[config.mk]
export PLATFORM = sky130hd
export DESIGN_NAME = linear_octree_coarsen_unit_flat
export DESIGN_NICKNAME = d
export VERILOG_FILES = /design/src/design/loc_pkg.sv /design/src/design/loc_in_if.sv /design/src/design/loc_out_if.sv /design/src/design/loc_cfg_if.sv /design/src/design/linear_octree_coarsen_unit.sv /design/src/design/loc_queue.sv /design/src/design/loc_front.sv /design/src/design/loc_back.sv /design/src/flat_wrapper.sv
export SDC_FILE = /design/constraint.sdc
export NUM_CORES = 1
export LEC_CHECK = 0
export BUFFER_PORTS_ARGS = -buffer_cell sky130_fd_sc_hd__clkbuf_2
export CAP_MARGIN = 20
export CORE_MARGIN = 2
export CORE_UTILIZATION = 40
export DETAILED_ROUTE_END_ITERATION = 10
export PLACE_DENSITY = 0.64
export SLEW_MARGIN = 0
export SYNTH_ARGS = -nofsm -noshare
export SYNTH_HDL_FRONTEND = slang
export SYNTH_SLANG_ARGS = --single-unit
[constraint.sdc]
create_clock -name clk_i -period 8.11 [get_ports clk_i]
set_input_delay 0.4055 -clock clk_i [delete_from_list [all_inputs] [get_ports clk_i]]
set_output_delay 0.4055 -clock clk_i [all_outputs]
set_load 0.1 [all_outputs]
[src/design/loc_pkg.sv]
// Package for the linear octree coarsening unit: field widths, configuration
// register indexes, the command type passed from front to back, and the
// configuration struct. No dependencies.
package loc_pkg;

  localparam int LEVEL_BITS    = 5;
  localparam int DIM_BITS      = 2;
  localparam int DEPTH_BITS    = 5;
  localparam int CNT_BITS      = 3;
  localparam int CFG_IDX_BITS  = 2;
  localparam int CFG_DATA_BITS = 5;

  localparam logic [CFG_IDX_BITS-1:0] CFG_DIMENSION = 2'd0;
  localparam logic [CFG_IDX_BITS-1:0] CFG_MAX_DEPTH = 2'd1;

  localparam logic [DIM_BITS-1:0]   DIM_QUADTREE    = 2'd2;
  localparam logic [DIM_BITS-1:0]   DIM_RESET       = 2'd3;
  localparam logic [DEPTH_BITS-1:0] MAX_DEPTH_RESET = 5'd16;

  // Work the back end carries out for one accepted octant
  typedef enum logic [1:0] {
    OP_PASS,
    OP_HOLD,
    OP_PARENT
  } op_e;

  typedef struct packed {
    op_e                 op;
    logic [CNT_BITS-1:0] flush_cnt;  // held entries to emit before the op
    logic [CNT_BITS-1:0] slot;       // held entry written by a hold
    logic                eot;        // last octant of the tree
  } ctrl_t;

  typedef struct packed {
    logic [DIM_BITS-1:0]   dimension;
    logic [DEPTH_BITS-1:0] max_depth;
  } cfg_t;

endpackage

[src/design/loc_in_if.sv]
// Input octant channel: valid/ready handshake with the octant payload.
// Depends on loc_pkg for the level width.
interface loc_in_if #(parameter int COORD_BITS = 16);
  logic                           valid;
  logic                           ready;
  logic [COORD_BITS-1:0]          coord_x;
  logic [COORD_BITS-1:0]          coord_y;
  logic [COORD_BITS-1:0]          coord_z;
  logic [loc_pkg::LEVEL_BITS-1:0] level;
  logic                           end_of_tree;

  modport source (output valid, coord_x, coord_y, coord_z, level, end_of_tree,
                  input ready);
  modport sink   (input valid, coord_x, coord_y, coord_z, level, end_of_tree,
                  output ready);
endinterface

[src/design/loc_out_if.sv]
// Result octant channel: valid/ready handshake with the emitted octant.
// Depends on loc_pkg for the level width.
interface loc_out_if #(parameter int COORD_BITS = 16);
  logic                           valid;
  logic                           ready;
  logic [COORD_BITS-1:0]          out_x;
  logic [COORD_BITS-1:0]          out_y;
  logic [COORD_BITS-1:0]          out_z;
  logic [loc_pkg::LEVEL_BITS-1:0] out_level;
  logic                           merged;
  logic                           final_out;

  modport source (output valid, out_x, out_y, out_z, out_level, merged, final_out,
                  input ready);
  modport sink   (input valid, out_x, out_y, out_z, out_level, merged, final_out,
                  output ready);
endinterface

[src/design/loc_cfg_if.sv]
// Configuration write channel: valid/ready with register index and data.
// Depends on loc_pkg for the index and data widths.
interface loc_cfg_if;
  logic                              valid;
  logic                              ready;
  logic [loc_pkg::CFG_IDX_BITS-1:0]  index;
  logic [loc_pkg::CFG_DATA_BITS-1:0] data;

  modport source (output valid, index, data, input ready);
  modport sink   (input valid, index, data, output ready);
endinterface

[src/design/linear_octree_coarsen_unit.sv]
// Linear octree coarsening unit, top level.
// Depends on loc_pkg, loc_in_if, loc_out_if, loc_cfg_if, loc_queue,
// loc_front and loc_back.
//
// Use: stream a sorted, complete linear octree into in_i, one octant per
// transaction, with end_of_tree set on its last octant. Complete sibling
// runs leave out_o as one parent with merged set; everything else leaves
// unchanged and in order. final_out marks the last result of a tree.
// cfg_i writes dimension (index 0) and max_depth (index 1); it is always ready.
// Write it only while the unit is idle; the block does not enforce this.
//
// A pass-through octant is written into the queue on its accepting edge, then
// loaded from the queue head into the output register. Throughput: one input
// octant per cycle when it causes at most one result and the queue has room;
// an octant that flushes k held siblings occupies the back end for k extra
// results, so the rate is one result per cycle while the receiver is ready,
// set by the output register. The front stalls only when the two-entry
// command queue is full, the back end busy flushing or blocked by its receiver.
// Reset clears the run state, the queue and the output valid; the held
// store is not cleared, since each run writes its entries before reading.
module linear_octree_coarsen_unit #(
  parameter int COORD_BITS = 16,
  parameter int MAX_DIM    = 3
) (
  input  logic       clk_i,
  input  logic       rst_ni,
  loc_in_if.sink     in_i,
  loc_out_if.source  out_o,
  loc_cfg_if.sink    cfg_i
);
  localparam int OCT_BITS  = 3*COORD_BITS + loc_pkg::LEVEL_BITS;
  localparam int CMD_BITS  = $bits(loc_pkg::ctrl_t) + OCT_BITS;
  localparam int CMD_DEPTH = 2;

  logic [loc_pkg::DIM_BITS-1:0]   dimension_q;
  logic [loc_pkg::DEPTH_BITS-1:0] max_depth_q;
  loc_pkg::cfg_t                  cfg;

  logic                 push, pop, full, head_valid;
  loc_pkg::ctrl_t       push_ctrl, head_ctrl;
  logic [OCT_BITS-1:0]  push_oct, head_oct;
  logic [CMD_BITS-1:0]  head_data;

  // Configuration registers: always ready, decode by index, ignore others
  assign cfg_i.ready = 1'b1;

  always_ff @(posedge clk_i or negedge rst_ni) begin
    if (!rst_ni) begin
      dimension_q <= loc_pkg::DIM_RESET;
      max_depth_q <= loc_pkg::MAX_DEPTH_RESET;
    end else if (cfg_i.valid) begin
      unique case (cfg_i.index)
        loc_pkg::CFG_DIMENSION: dimension_q <= cfg_i.data[loc_pkg::DIM_BITS-1:0];
        loc_pkg::CFG_MAX_DEPTH: max_depth_q <= cfg_i.data[loc_pkg::DEPTH_BITS-1:0];
        default: ;
      endcase
    end
  end

  assign cfg.dimension = dimension_q;
  assign cfg.max_depth = max_depth_q;

  // Front: classify each octant and issue a command
  loc_front #(
    .COORD_BITS (COORD_BITS),
    .MAX_DIM    (MAX_DIM)
  ) u_front (
    .clk_i  (clk_i),
    .rst_ni (rst_ni),
    .cfg_i  (cfg),
    .in_i   (in_i),
    .full_i (full),
    .push_o (push),
    .ctrl_o (push_ctrl),
    .oct_o  (push_oct)
  );

  // Decouple front and back so each side stalls on its own
  loc_queue #(
    .DATA_BITS (CMD_BITS),
    .DEPTH     (CMD_DEPTH)
  ) u_queue (
    .clk_i        (clk_i),
    .rst_ni       (rst_ni),
    .push_i       (push),
    .push_data_i  ({push_ctrl, push_oct}),
    .pop_i        (pop),
    .head_data_o  (head_data),
    .head_valid_o (head_valid),
    .full_o       (full)
  );

  assign head_ctrl = loc_pkg::ctrl_t'(head_data[CMD_BITS-1:OCT_BITS]);
  assign head_oct  = head_data[OCT_BITS-1:0];

  // Back: hold siblings, flush, merge, drive the result channel
  loc_back #(
    .COORD_BITS (COORD_BITS),
    .MAX_DIM    (MAX_DIM)
  ) u_back (
    .clk_i        (clk_i),
    .rst_ni       (rst_ni),
    .cfg_i        (cfg),
    .head_valid_i (head_valid),
    .head_ctrl_i  (head_ctrl),
    .head_oct_i   (head_oct),
    .pop_o        (pop),
    .out_o        (out_o)
  );

endmodule

[src/design/loc_queue.sv]
// Short command queue between front and back of the coarsening unit.
// Generic storage; no package dependency.
module loc_queue #(
  parameter int DATA_BITS = 8,
  parameter int DEPTH     = 2
) (
  input  logic                 clk_i,
  input  logic                 rst_ni,
  input  logic                 push_i,
  input  logic [DATA_BITS-1:0] push_data_i,
  input  logic                 pop_i,
  output logic [DATA_BITS-1:0] head_data_o,
  output logic                 head_valid_o,
  output logic                 full_o
);
  localparam int PTR_BITS = (DEPTH > 1) ? $clog2(DEPTH) : 1;
  localparam int CNT_W    = $clog2(DEPTH + 1);

  logic [DATA_BITS-1:0] entry_q [DEPTH];
  logic [PTR_BITS-1:0]  wr_ptr_q, wr_ptr_d, rd_ptr_q, rd_ptr_d;
  logic [CNT_W-1:0]     count_q, count_d;
  logic                 do_push, do_pop;

  assign full_o       = (count_q == CNT_W'(DEPTH));
  assign head_valid_o = (count_q != '0);
  assign head_data_o  = entry_q[rd_ptr_q];
  assign do_push      = push_i && !full_o;
  assign do_pop       = pop_i && head_valid_o;

  always_comb begin
    wr_ptr_d = wr_ptr_q;
    rd_ptr_d = rd_ptr_q;
    count_d  = count_q;
    if (do_push) begin
      wr_ptr_d = (wr_ptr_q == PTR_BITS'(DEPTH - 1)) ? '0 : wr_ptr_q + PTR_BITS'(1);
    end
    if (do_pop) begin
      rd_ptr_d = (rd_ptr_q == PTR_BITS'(DEPTH - 1)) ? '0 : rd_ptr_q + PTR_BITS'(1);
    end
    if (do_push && !do_pop) begin
      count_d = count_q + CNT_W'(1);
    end else if (do_pop && !do_push) begin
      count_d = count_q - CNT_W'(1);
    end
  end

  always_ff @(posedge clk_i or negedge rst_ni) begin
    if (!rst_ni) begin
      wr_ptr_q <= '0;
      rd_ptr_q <= '0;
      count_q  <= '0;
    end else begin
      wr_ptr_q <= wr_ptr_d;
      rd_ptr_q <= rd_ptr_d;
      count_q  <= count_d;
    end
  end

  always_ff @(posedge clk_i) begin
    if (do_push) begin
      entry_q[wr_ptr_q] <= push_data_i;
    end
  end

endmodule

[src/design/loc_front.sv]
// Front end of the coarsening unit: accepts octants, tests for first
// children, tracks the run state and issues one command per octant.
// Depends on loc_pkg and loc_in_if.
module loc_front #(
  parameter int COORD_BITS = 16,
  parameter int MAX_DIM    = 3
) (
  input  logic                  clk_i,
  input  logic                  rst_ni,
  input  loc_pkg::cfg_t         cfg_i,
  loc_in_if.sink                in_i,
  input  logic                  full_i,
  output logic                  push_o,
  output loc_pkg::ctrl_t        ctrl_o,
  output logic [3*COORD_BITS+loc_pkg::LEVEL_BITS-1:0] oct_o
);
  localparam int CB    = loc_pkg::CNT_BITS;
  localparam int SLOTS = (1 << MAX_DIM) - 1;

  logic [CB-1:0]                  held_count_q, held_count_d;
  logic                           run_active_q, run_active_d;
  logic                           run_merged_q, run_merged_d;
  logic                           accept, eff3, first_child;
  logic [loc_pkg::DEPTH_BITS-1:0] pos;
  logic [COORD_BITS-1:0]          x_sh, y_sh, z_sh;
  logic [CB:0]                    siblings;

  assign in_i.ready = !full_i;
  assign accept     = in_i.valid && !full_i;
  assign push_o     = accept;
  assign oct_o      = {in_i.coord_x, in_i.coord_y, in_i.coord_z, in_i.level};

  // Any dimension code other than quadtree selects the full dimension
  assign eff3     = (MAX_DIM == 3) && (cfg_i.dimension != loc_pkg::DIM_QUADTREE);
  assign siblings = eff3 ? (CB + 1)'(8) : (CB + 1)'(4);

  assign pos  = (in_i.level >= cfg_i.max_depth) ? '0 : cfg_i.max_depth - in_i.level;
  assign x_sh = in_i.coord_x >> pos;
  assign y_sh = in_i.coord_y >> pos;
  assign z_sh = in_i.coord_z >> pos;

  always_comb begin
    if (32'(pos) >= COORD_BITS) begin
      first_child = 1'b1;
    end else begin
      first_child = !x_sh[0] && !y_sh[0] && !(eff3 && z_sh[0]);
    end
  end

  always_comb begin
    held_count_d     = held_count_q;
    run_active_d     = run_active_q;
    run_merged_d     = run_merged_q;
    ctrl_o.op        = loc_pkg::OP_PASS;
    ctrl_o.flush_cnt = '0;
    ctrl_o.slot      = '0;
    ctrl_o.eot       = in_i.end_of_tree;
    if (first_child) begin
      // Flush an unfinished run, then start a new one in entry zero
      ctrl_o.op        = loc_pkg::OP_HOLD;
      ctrl_o.flush_cnt = (run_active_q && !run_merged_q) ? held_count_q : '0;
      held_count_d     = CB'(1);
      run_active_d     = 1'b1;
      run_merged_d     = 1'b0;
    end else if (!run_active_q || run_merged_q) begin
      ctrl_o.op = loc_pkg::OP_PASS;
    end else if (({1'b0, held_count_q} + (CB + 1)'(1) >= siblings) ||
                 (held_count_q >= CB'(SLOTS))) begin
      ctrl_o.op    = loc_pkg::OP_PARENT;
      held_count_d = '0;
      run_merged_d = 1'b1;
    end else begin
      ctrl_o.op        = loc_pkg::OP_HOLD;
      ctrl_o.slot      = held_count_q;
      ctrl_o.flush_cnt = in_i.end_of_tree ? held_count_q : '0;
      held_count_d     = held_count_q + CB'(1);
    end
    // End of tree: the back end empties the store, so drop the run here
    if (in_i.end_of_tree) begin
      held_count_d = '0;
      run_active_d = 1'b0;
      run_merged_d = 1'b0;
    end
  end

  always_ff @(posedge clk_i or negedge rst_ni) begin
    if (!rst_ni) begin
      held_count_q <= '0;
      run_active_q <= 1'b0;
      run_merged_q <= 1'b0;
    end else if (accept) begin
      held_count_q <= held_count_d;
      run_active_q <= run_active_d;
      run_merged_q <= run_merged_d;
    end
  end

  a_idle_empty: assert property (@(posedge clk_i) disable iff (!rst_ni)
    !run_active_q |-> held_count_q == '0)
    else $error("held count nonzero outside a run");

  a_merged_empty: assert property (@(posedge clk_i) disable iff (!rst_ni)
    run_merged_q |-> run_active_q && held_count_q == '0)
    else $error("merged run still holds octants");

  a_open_run_holds: assert property (@(posedge clk_i) disable iff (!rst_ni)
    run_active_q && !run_merged_q |-> held_count_q != '0)
    else $error("open run with empty store");

endmodule

[src/design/loc_back.sv]
// Back end of the coarsening unit: holds sibling octants, flushes them,
// forms parents and drives the output register.
// Depends on loc_pkg and loc_out_if.
module loc_back #(
  parameter int COORD_BITS = 16,
  parameter int MAX_DIM    = 3
) (
  input  logic                  clk_i,
  input  logic                  rst_ni,
  input  loc_pkg::cfg_t         cfg_i,
  input  logic                  head_valid_i,
  input  loc_pkg::ctrl_t        head_ctrl_i,
  input  logic [3*COORD_BITS+loc_pkg::LEVEL_BITS-1:0] head_oct_i,
  output logic                  pop_o,
  loc_out_if.source             out_o
);
  localparam int LB       = loc_pkg::LEVEL_BITS;
  localparam int CB       = loc_pkg::CNT_BITS;
  localparam int OCT_BITS = 3*COORD_BITS + LB;
  localparam int SLOTS    = (1 << MAX_DIM) - 1;
  localparam int IDX_BITS = $clog2(SLOTS);

  logic [OCT_BITS-1:0]   held_q [SLOTS];
  logic [CB-1:0]         idx_q, idx_d;
  logic                  out_valid_q, out_valid_d;
  logic [COORD_BITS-1:0] out_x_q, out_y_q, out_z_q;
  logic [LB-1:0]         out_level_q;
  logic                  out_merged_q, out_final_q;

  logic                  out_free, flushing, load, wr_en;
  logic [OCT_BITS-1:0]   ld_oct, rd_oct;
  logic                  ld_merged, ld_final;
  logic [CB-1:0]         rd_addr;
  logic [COORD_BITS-1:0] rd_x, rd_y, rd_z, keep;
  logic [LB-1:0]         rd_lev, par_lev;
  logic [loc_pkg::DEPTH_BITS-1:0] pos;
  logic [loc_pkg::DEPTH_BITS:0]   pos1;
  logic                  eff3;
  logic [OCT_BITS-1:0]   par_oct;

  assign out_free = !out_valid_q || out_o.ready;
  assign flushing = idx_q < head_ctrl_i.flush_cnt;

  // One read port: the flush index, or entry zero for a parent
  assign rd_addr = flushing ? idx_q : '0;
  assign rd_oct  = held_q[rd_addr[IDX_BITS-1:0]];
  assign rd_x    = rd_oct[OCT_BITS-1 -: COORD_BITS];
  assign rd_y    = rd_oct[2*COORD_BITS+LB-1 -: COORD_BITS];
  assign rd_z    = rd_oct[COORD_BITS+LB-1 -: COORD_BITS];
  assign rd_lev  = rd_oct[LB-1:0];

  // Parent of the first held sibling: clear bits at and below its level bit
  assign eff3    = (MAX_DIM == 3) && (cfg_i.dimension != loc_pkg::DIM_QUADTREE);
  assign pos     = (rd_lev >= cfg_i.max_depth) ? '0 : cfg_i.max_depth - rd_lev;
  assign pos1    = {1'b0, pos} + (loc_pkg::DEPTH_BITS + 1)'(1);
  assign keep    = {COORD_BITS{1'b1}} << pos1;
  assign par_lev = (rd_lev != '0) ? rd_lev - LB'(1) : '0;
  assign par_oct = {rd_x & keep, rd_y & keep, eff3 ? (rd_z & keep) : rd_z, par_lev};

  always_comb begin
    idx_d     = idx_q;
    pop_o     = 1'b0;
    load      = 1'b0;
    wr_en     = 1'b0;
    ld_oct    = head_oct_i;
    ld_merged = 1'b0;
    ld_final  = head_ctrl_i.eot;
    if (head_valid_i) begin
      if (flushing) begin
        // Emit held octants in order, one per cycle while the output register is free
        if (out_free) begin
          load     = 1'b1;
          ld_oct   = rd_oct;
          ld_final = 1'b0;
          idx_d    = idx_q + CB'(1);
        end
      end else begin
        case (head_ctrl_i.op)
          loc_pkg::OP_PASS: begin
            if (out_free) begin
              load  = 1'b1;
              pop_o = 1'b1;
            end
          end
          loc_pkg::OP_PARENT: begin
            if (out_free) begin
              load      = 1'b1;
              ld_oct    = par_oct;
              ld_merged = 1'b1;
              pop_o     = 1'b1;
            end
          end
          loc_pkg::OP_HOLD: begin
            if (!head_ctrl_i.eot || out_free) begin
              wr_en = 1'b1;
              load  = head_ctrl_i.eot;
              pop_o = 1'b1;
            end
          end
          default: begin
            pop_o = 1'b1;
          end
        endcase
      end
    end
    if (pop_o) begin
      idx_d = '0;
    end
  end

  always_comb begin
    out_valid_d = out_valid_q;
    if (load) begin
      out_valid_d = 1'b1;
    end else if (out_o.ready) begin
      out_valid_d = 1'b0;
    end
  end

  always_ff @(posedge clk_i or negedge rst_ni) begin
    if (!rst_ni) begin
      idx_q       <= '0;
      out_valid_q <= 1'b0;
    end else begin
      idx_q       <= idx_d;
      out_valid_q <= out_valid_d;
    end
  end

  always_ff @(posedge clk_i) begin
    if (load) begin
      out_x_q      <= ld_oct[OCT_BITS-1 -: COORD_BITS];
      out_y_q      <= ld_oct[2*COORD_BITS+LB-1 -: COORD_BITS];
      out_z_q      <= ld_oct[COORD_BITS+LB-1 -: COORD_BITS];
      out_level_q  <= ld_oct[LB-1:0];
      out_merged_q <= ld_merged;
      out_final_q  <= ld_final;
    end
    if (wr_en) begin
      held_q[head_ctrl_i.slot[IDX_BITS-1:0]] <= head_oct_i;
    end
  end

  assign out_o.valid     = out_valid_q;
  assign out_o.out_x     = out_x_q;
  assign out_o.out_y     = out_y_q;
  assign out_o.out_z     = out_z_q;
  assign out_o.out_level = out_level_q;
  assign out_o.merged    = out_merged_q;
  assign out_o.final_out = out_final_q;

  a_idx_bound: assert property (@(posedge clk_i) disable iff (!rst_ni)
    head_valid_i |-> idx_q <= head_ctrl_i.flush_cnt)
    else $error("flush index ran past the flush count");

  a_idx_needs_head: assert property (@(posedge clk_i) disable iff (!rst_ni)
    idx_q != '0 |-> head_valid_i)
    else $error("flush in progress without a command");

  a_pop_restarts: assert property (@(posedge clk_i) disable iff (!rst_ni)
    pop_o |=> idx_q == '0)
    else $error("flush index not cleared after a command");

endmodule
[src/flat_wrapper.sv]
// flat-port wrapper written by rule: the top's interface ports become plain ports
module linear_octree_coarsen_unit_flat 
#(
  parameter int COORD_BITS = 16,
  parameter int MAX_DIM    = 3
)
  (clk_i, rst_ni, in_i_valid, in_i_coord_x, in_i_coord_y, in_i_coord_z, in_i_level, in_i_end_of_tree, in_i_ready, out_o_valid, out_o_out_x, out_o_out_y, out_o_out_z, out_o_out_level, out_o_merged, out_o_final_out, out_o_ready, cfg_i_valid, cfg_i_index, cfg_i_data, cfg_i_ready);
  loc_in_if #(.COORD_BITS(COORD_BITS)) in_i_i ();
  loc_out_if #(.COORD_BITS(COORD_BITS)) out_o_i ();
  loc_cfg_if cfg_i_i ();
  input  logic clk_i;
  input  logic rst_ni;
  input wire logic [$bits(in_i_i.valid)-1:0] in_i_valid;
  input wire logic [$bits(in_i_i.coord_x)-1:0] in_i_coord_x;
  input wire logic [$bits(in_i_i.coord_y)-1:0] in_i_coord_y;
  input wire logic [$bits(in_i_i.coord_z)-1:0] in_i_coord_z;
  input wire logic [$bits(in_i_i.level)-1:0] in_i_level;
  input wire logic [$bits(in_i_i.end_of_tree)-1:0] in_i_end_of_tree;
  output wire logic [$bits(in_i_i.ready)-1:0] in_i_ready;
  output wire logic [$bits(out_o_i.valid)-1:0] out_o_valid;
  output wire logic [$bits(out_o_i.out_x)-1:0] out_o_out_x;
  output wire logic [$bits(out_o_i.out_y)-1:0] out_o_out_y;
  output wire logic [$bits(out_o_i.out_z)-1:0] out_o_out_z;
  output wire logic [$bits(out_o_i.out_level)-1:0] out_o_out_level;
  output wire logic [$bits(out_o_i.merged)-1:0] out_o_merged;
  output wire logic [$bits(out_o_i.final_out)-1:0] out_o_final_out;
  input wire logic [$bits(out_o_i.ready)-1:0] out_o_ready;
  input wire logic [$bits(cfg_i_i.valid)-1:0] cfg_i_valid;
  input wire logic [$bits(cfg_i_i.index)-1:0] cfg_i_index;
  input wire logic [$bits(cfg_i_i.data)-1:0] cfg_i_data;
  output wire logic [$bits(cfg_i_i.ready)-1:0] cfg_i_ready;
  assign in_i_i.valid = in_i_valid;
  assign in_i_i.coord_x = in_i_coord_x;
  assign in_i_i.coord_y = in_i_coord_y;
  assign in_i_i.coord_z = in_i_coord_z;
  assign in_i_i.level = in_i_level;
  assign in_i_i.end_of_tree = in_i_end_of_tree;
  assign in_i_ready = in_i_i.ready;
  assign out_o_valid = out_o_i.valid;
  assign out_o_out_x = out_o_i.out_x;
  assign out_o_out_y = out_o_i.out_y;
  assign out_o_out_z = out_o_i.out_z;
  assign out_o_out_level = out_o_i.out_level;
  assign out_o_merged = out_o_i.merged;
  assign out_o_final_out = out_o_i.final_out;
  assign out_o_i.ready = out_o_ready;
  assign cfg_i_i.valid = cfg_i_valid;
  assign cfg_i_i.index = cfg_i_index;
  assign cfg_i_i.data = cfg_i_data;
  assign cfg_i_ready = cfg_i_i.ready;
  linear_octree_coarsen_unit #(.COORD_BITS(COORD_BITS), .MAX_DIM(MAX_DIM)) u_core (.clk_i(clk_i), .rst_ni(rst_ni), .in_i(in_i_i), .out_o(out_o_i), .cfg_i(cfg_i_i));
endmodule
==> results.cfg <==
[outcome]
status = finished, final reports clean

[timing]
hold_viol = 0
timing.slew.headroom_pct = 26.8
period_share_pct = 81.0
rsz0062_at_grt = no
tightest_slew_ns = 1.10
max_freq_mhz = 152
slew_violations = 0
clock_skew_ns = 0.0411
setup_tns_ns = 0
setup_violations = 0
period_needed_ns = 6.57

[clock_tree]
cts_buffer_depth = 3
clock_latency_ns = 0.65
numClockSinks = 570
cts_root_buf = clkbuf_16
cts_made_buffers = 56
cts_resized = 0
htree_num_levels = 2
cts.clk_slew.worst_paths_ns = 0.06
tritoncts = built

[grt]
grt_max_degree = 72
overflow = 0
antenna_found_initial = 1
grt_pass1_vias = 15399
grt_pass1_wl_mm = 101
track_usage_pct = 21.8

[worst_hold_path]
worstHoldEndpoint = u_core.max_depth_q[1]$_DFFE_PN0P_
worstHoldStart = cfg_i_data[1]
hold_depth = 2
hold_path_class = input pin to flip-flop

[detailed_routing]
postRouteWirelength_mm = 68.4
dr.pass1.iters = 5
drcViolationCount = 0
via_count = 15770
wl_per_cell_um = 24.9
drt-initial-drc-count = 1756
antenna_left = 0
vias_per_cell = 5.74

[synth]
synth_cell_types = 78
synth_ff_type = edfxtp_1
async_flop_share_pct = 3.51
avgSynthCellArea_um2 = 13.7
yosys_warnings = 0
yosysSeqAreaShare_pct = 70.8
ys_ff_latch = 570
synth-edff-count = 550
syn_inst = 1753
synthesis.nets = 1841
syn_area_um2 = 24000

[worst_setup_path]
endpoint_kind = flip-flop
max_stage_delay_ns = 0.85
path_delay_family = compound AO/OA/AOI/OAI gates
critPathArrivalTime_ns = 7.04
path_buf_inv = 3
rr_startpoint = u_core.u_back.idx_q[1]$_DFFE_PN0P_
cp-start-kind = flip-flop
reg2regPathDepth = 19
r2r-end = u_core.u_back.out_o.out_z[11]$_DFFE_PP_
worstPathCellList = ha_1, o21ai_0, nand3_4, buf_4, o21ai_1, a31oi_1, a21oi_1, inv_2, ha_1, inv_1, fa_1, a21o_1, a21oi_1, o31ai_1, nand3_1, o21a_1, a21oi_1, o21ai_0, a21oi_1
criticalPathCategory = flip-flop to flip-flop
cp_slowest_cell = dfrtp_4
worstPathMaxFanout = 54
cp.required_ns = 8.58
cp_common_cell = a21oi_1
r2r_setup_slack_ns = 1.54
worst-path-stages = 19

[cells_and_area]
multi_input_area_um2 = 6570
layout_common_cells = edfxtp_1, nand2_1, nor2_1, clkbuf_2, a21oi_1
drive_above_1_share_pct = 17.6
layout_commonest_cell = edfxtp_1
areaGrowthSynthToFinish_pct = 16.0
nets = 2015
num_antenna_cells = 0
ff_latch_area_um2 = 17000
nFillCells = 5165

[place]
dp_hpwl_mm = 43.0
gp_congestion = 0.958
port_buffers = 122

[flow_run]
drv_cap = 0

[die]
io_pins = 124
die_y_um = 249
start_util_pct = 40.6
core.rowCount = 89
die_w_um = 249
dieArea_um2 = 62100
coreArea_um2 = 59200
## through the flow
| step | util, % | instances | hold WS [ns] | instance area [um^2] | setup WS [ns] |
|---|---|---|---|---|---|
| CTS | 47.1 | 2747 | 0.000781 | 27900 | 1.66 |
| floorplan | - | 1753 | 0.110 | 24000 | 1.90 |
| finish | 47.1 | 2747 | 0.0261 | 27900 | 1.54 |
| global route | 47.1 | 2747 | 0.00684 | 27900 | 1.15 |
| detailed placement | 43.2 | 2591 | 0.429 | 25600 | 1.67 |
| global placement | 43.2 | 2591 | 0.418 | 25600 | 1.76 |
## cells by family (layout without fill, tap and decap cells)
logic type,count (synthesis),in the layout,share of synthesized area [%]
compound gates,382,382,10.5
xor+xnor,13,13,0.474
fa+ha+maj,22,22,1.21
buf+inv,139,360,2.32
flops,570,570,70.8
mux,110,110,5.39
other cells,1,1,0.0156
simple gates,516,516,9.28
## flip-flops by register name (all words and copies together) (netlist names), 2 cells and up
register and count:
u_core.u_queue.count_q 2, u_core.u_back.held_q 371, u_core.max_depth_q 5, u_core.u_back.idx_q 3, u_core.u_back.out_o.out_y 16, u_core.u_back.out_o.out_level 5, u_core.dimension_q 2, u_core.u_queue.entry_q 124
u_core.u_back.out_o.out_x 16, u_core.u_back.out_o.out_z 16, u_core.u_front.held_count_q 3
## cell usage after synthesis (5+ instances only)
cell type / count / area share (%)
a211oi_1: 19 / 0.59
a21o_1: 7 / 0.22
a21oi_1: 93 / 1.9
a221oi_1: 16 / 0.58
a31oi_1: 17 / 0.44
a32oi_1: 9 / 0.33
and3_1: 19 / 0.49
buf_1: 12 / 0.19
buf_2: 20 / 0.42
clkbuf_1: 52 / 0.81
dfrtp_1: 17 / 1.8
edfxtp_1: 550 / 69
ha_1: 20 / 1.0
inv_1: 51 / 0.80
mux2_2: 66 / 3.1
mux2i_1: 35 / 1.5
mux4_2: 9 / 0.84
nand2_1: 225 / 3.5
nand2b_1: 17 / 0.44
nand3_1: 46 / 0.96
nand3b_1: 6 / 0.19
nand4_1: 6 / 0.16
nor2_1: 156 / 2.4
nor2b_1: 6 / 0.16
nor3_1: 12 / 0.25
o211ai_1: 17 / 0.53
o21a_1: 10 / 0.31
o21ai_0: 87 / 1.8
o21ai_1: 12 / 0.25
o221ai_1: 14 / 0.51
o22ai_1: 24 / 0.62
o31ai_1: 7 / 0.22
xnor2_1: 8 / 0.29
xor2_1: 5 / 0.18
## per-layer routing
| metal | track usage (%) | wire length (um) | vias up | part of all wire [%] |
|---|---|---|---|---|
| met3 | 3.86 | 6190 | 94 | 9.1 |
| met1 | 31.2 | 29200 | 7906 | 43 |
| met2 | 34.6 | 31500 | 778 | 46 |
| met4 | 5.54 | 1510 | 2 | 2.2 |
| met5 | 0 | 7 | - | 0.010 |
| li1 | - | - | 6990 | - |
## layout make-up
cell class,instances,share of cell area [%]
Clock buffer,67,5.17
Clock inverter,38,1.18
Inverter,52,0.700
Multi-Input combinational cell,1044,23.6
Sequential cell,570,61.1
Tap cell,773,3.47
Timing Repair Buffer,203,4.83
## repair_timing
action                                  in CTS  in global routing
endpoints found under the setup margin       0                  0
hold buffers                                51                  0
hold endpoints to repair                   114                  0
setup buffers                                0                  0
## worst max-delay path by stage
stage	endpoint	start	slack (ns)
2_1_floorplan	u_core.u_back.out_o.out_z[13]$_DFFE_PP_	u_core.u_queue.rd_ptr_q$_DFFE_PN0P_	1.90
3_3_place_gp	u_core.u_back.out_o.out_y[9]$_DFFE_PP_	u_core.u_back.idx_q[1]$_DFFE_PN0P_	1.76
3_5_place_dp	u_core.u_back.out_o.out_z[11]$_DFFE_PP_	u_core.u_back.idx_q[1]$_DFFE_PN0P_	1.67
4_1_cts	u_core.u_back.out_o.out_y[9]$_DFFE_PP_	u_core.u_back.idx_q[1]$_DFFE_PN0P_	1.66
5_1_grt	u_core.u_back.out_o.out_z[13]$_DFFE_PP_	u_core.u_back.idx_q[1]$_DFFE_PN0P_	1.15
6_report	u_core.u_back.out_o.out_z[11]$_DFFE_PP_	u_core.u_back.idx_q[1]$_DFFE_PN0P_	1.54
Power is not shown: default switching activity piles up to over one toggle a cycle in this logic, so the estimate is an artifact.
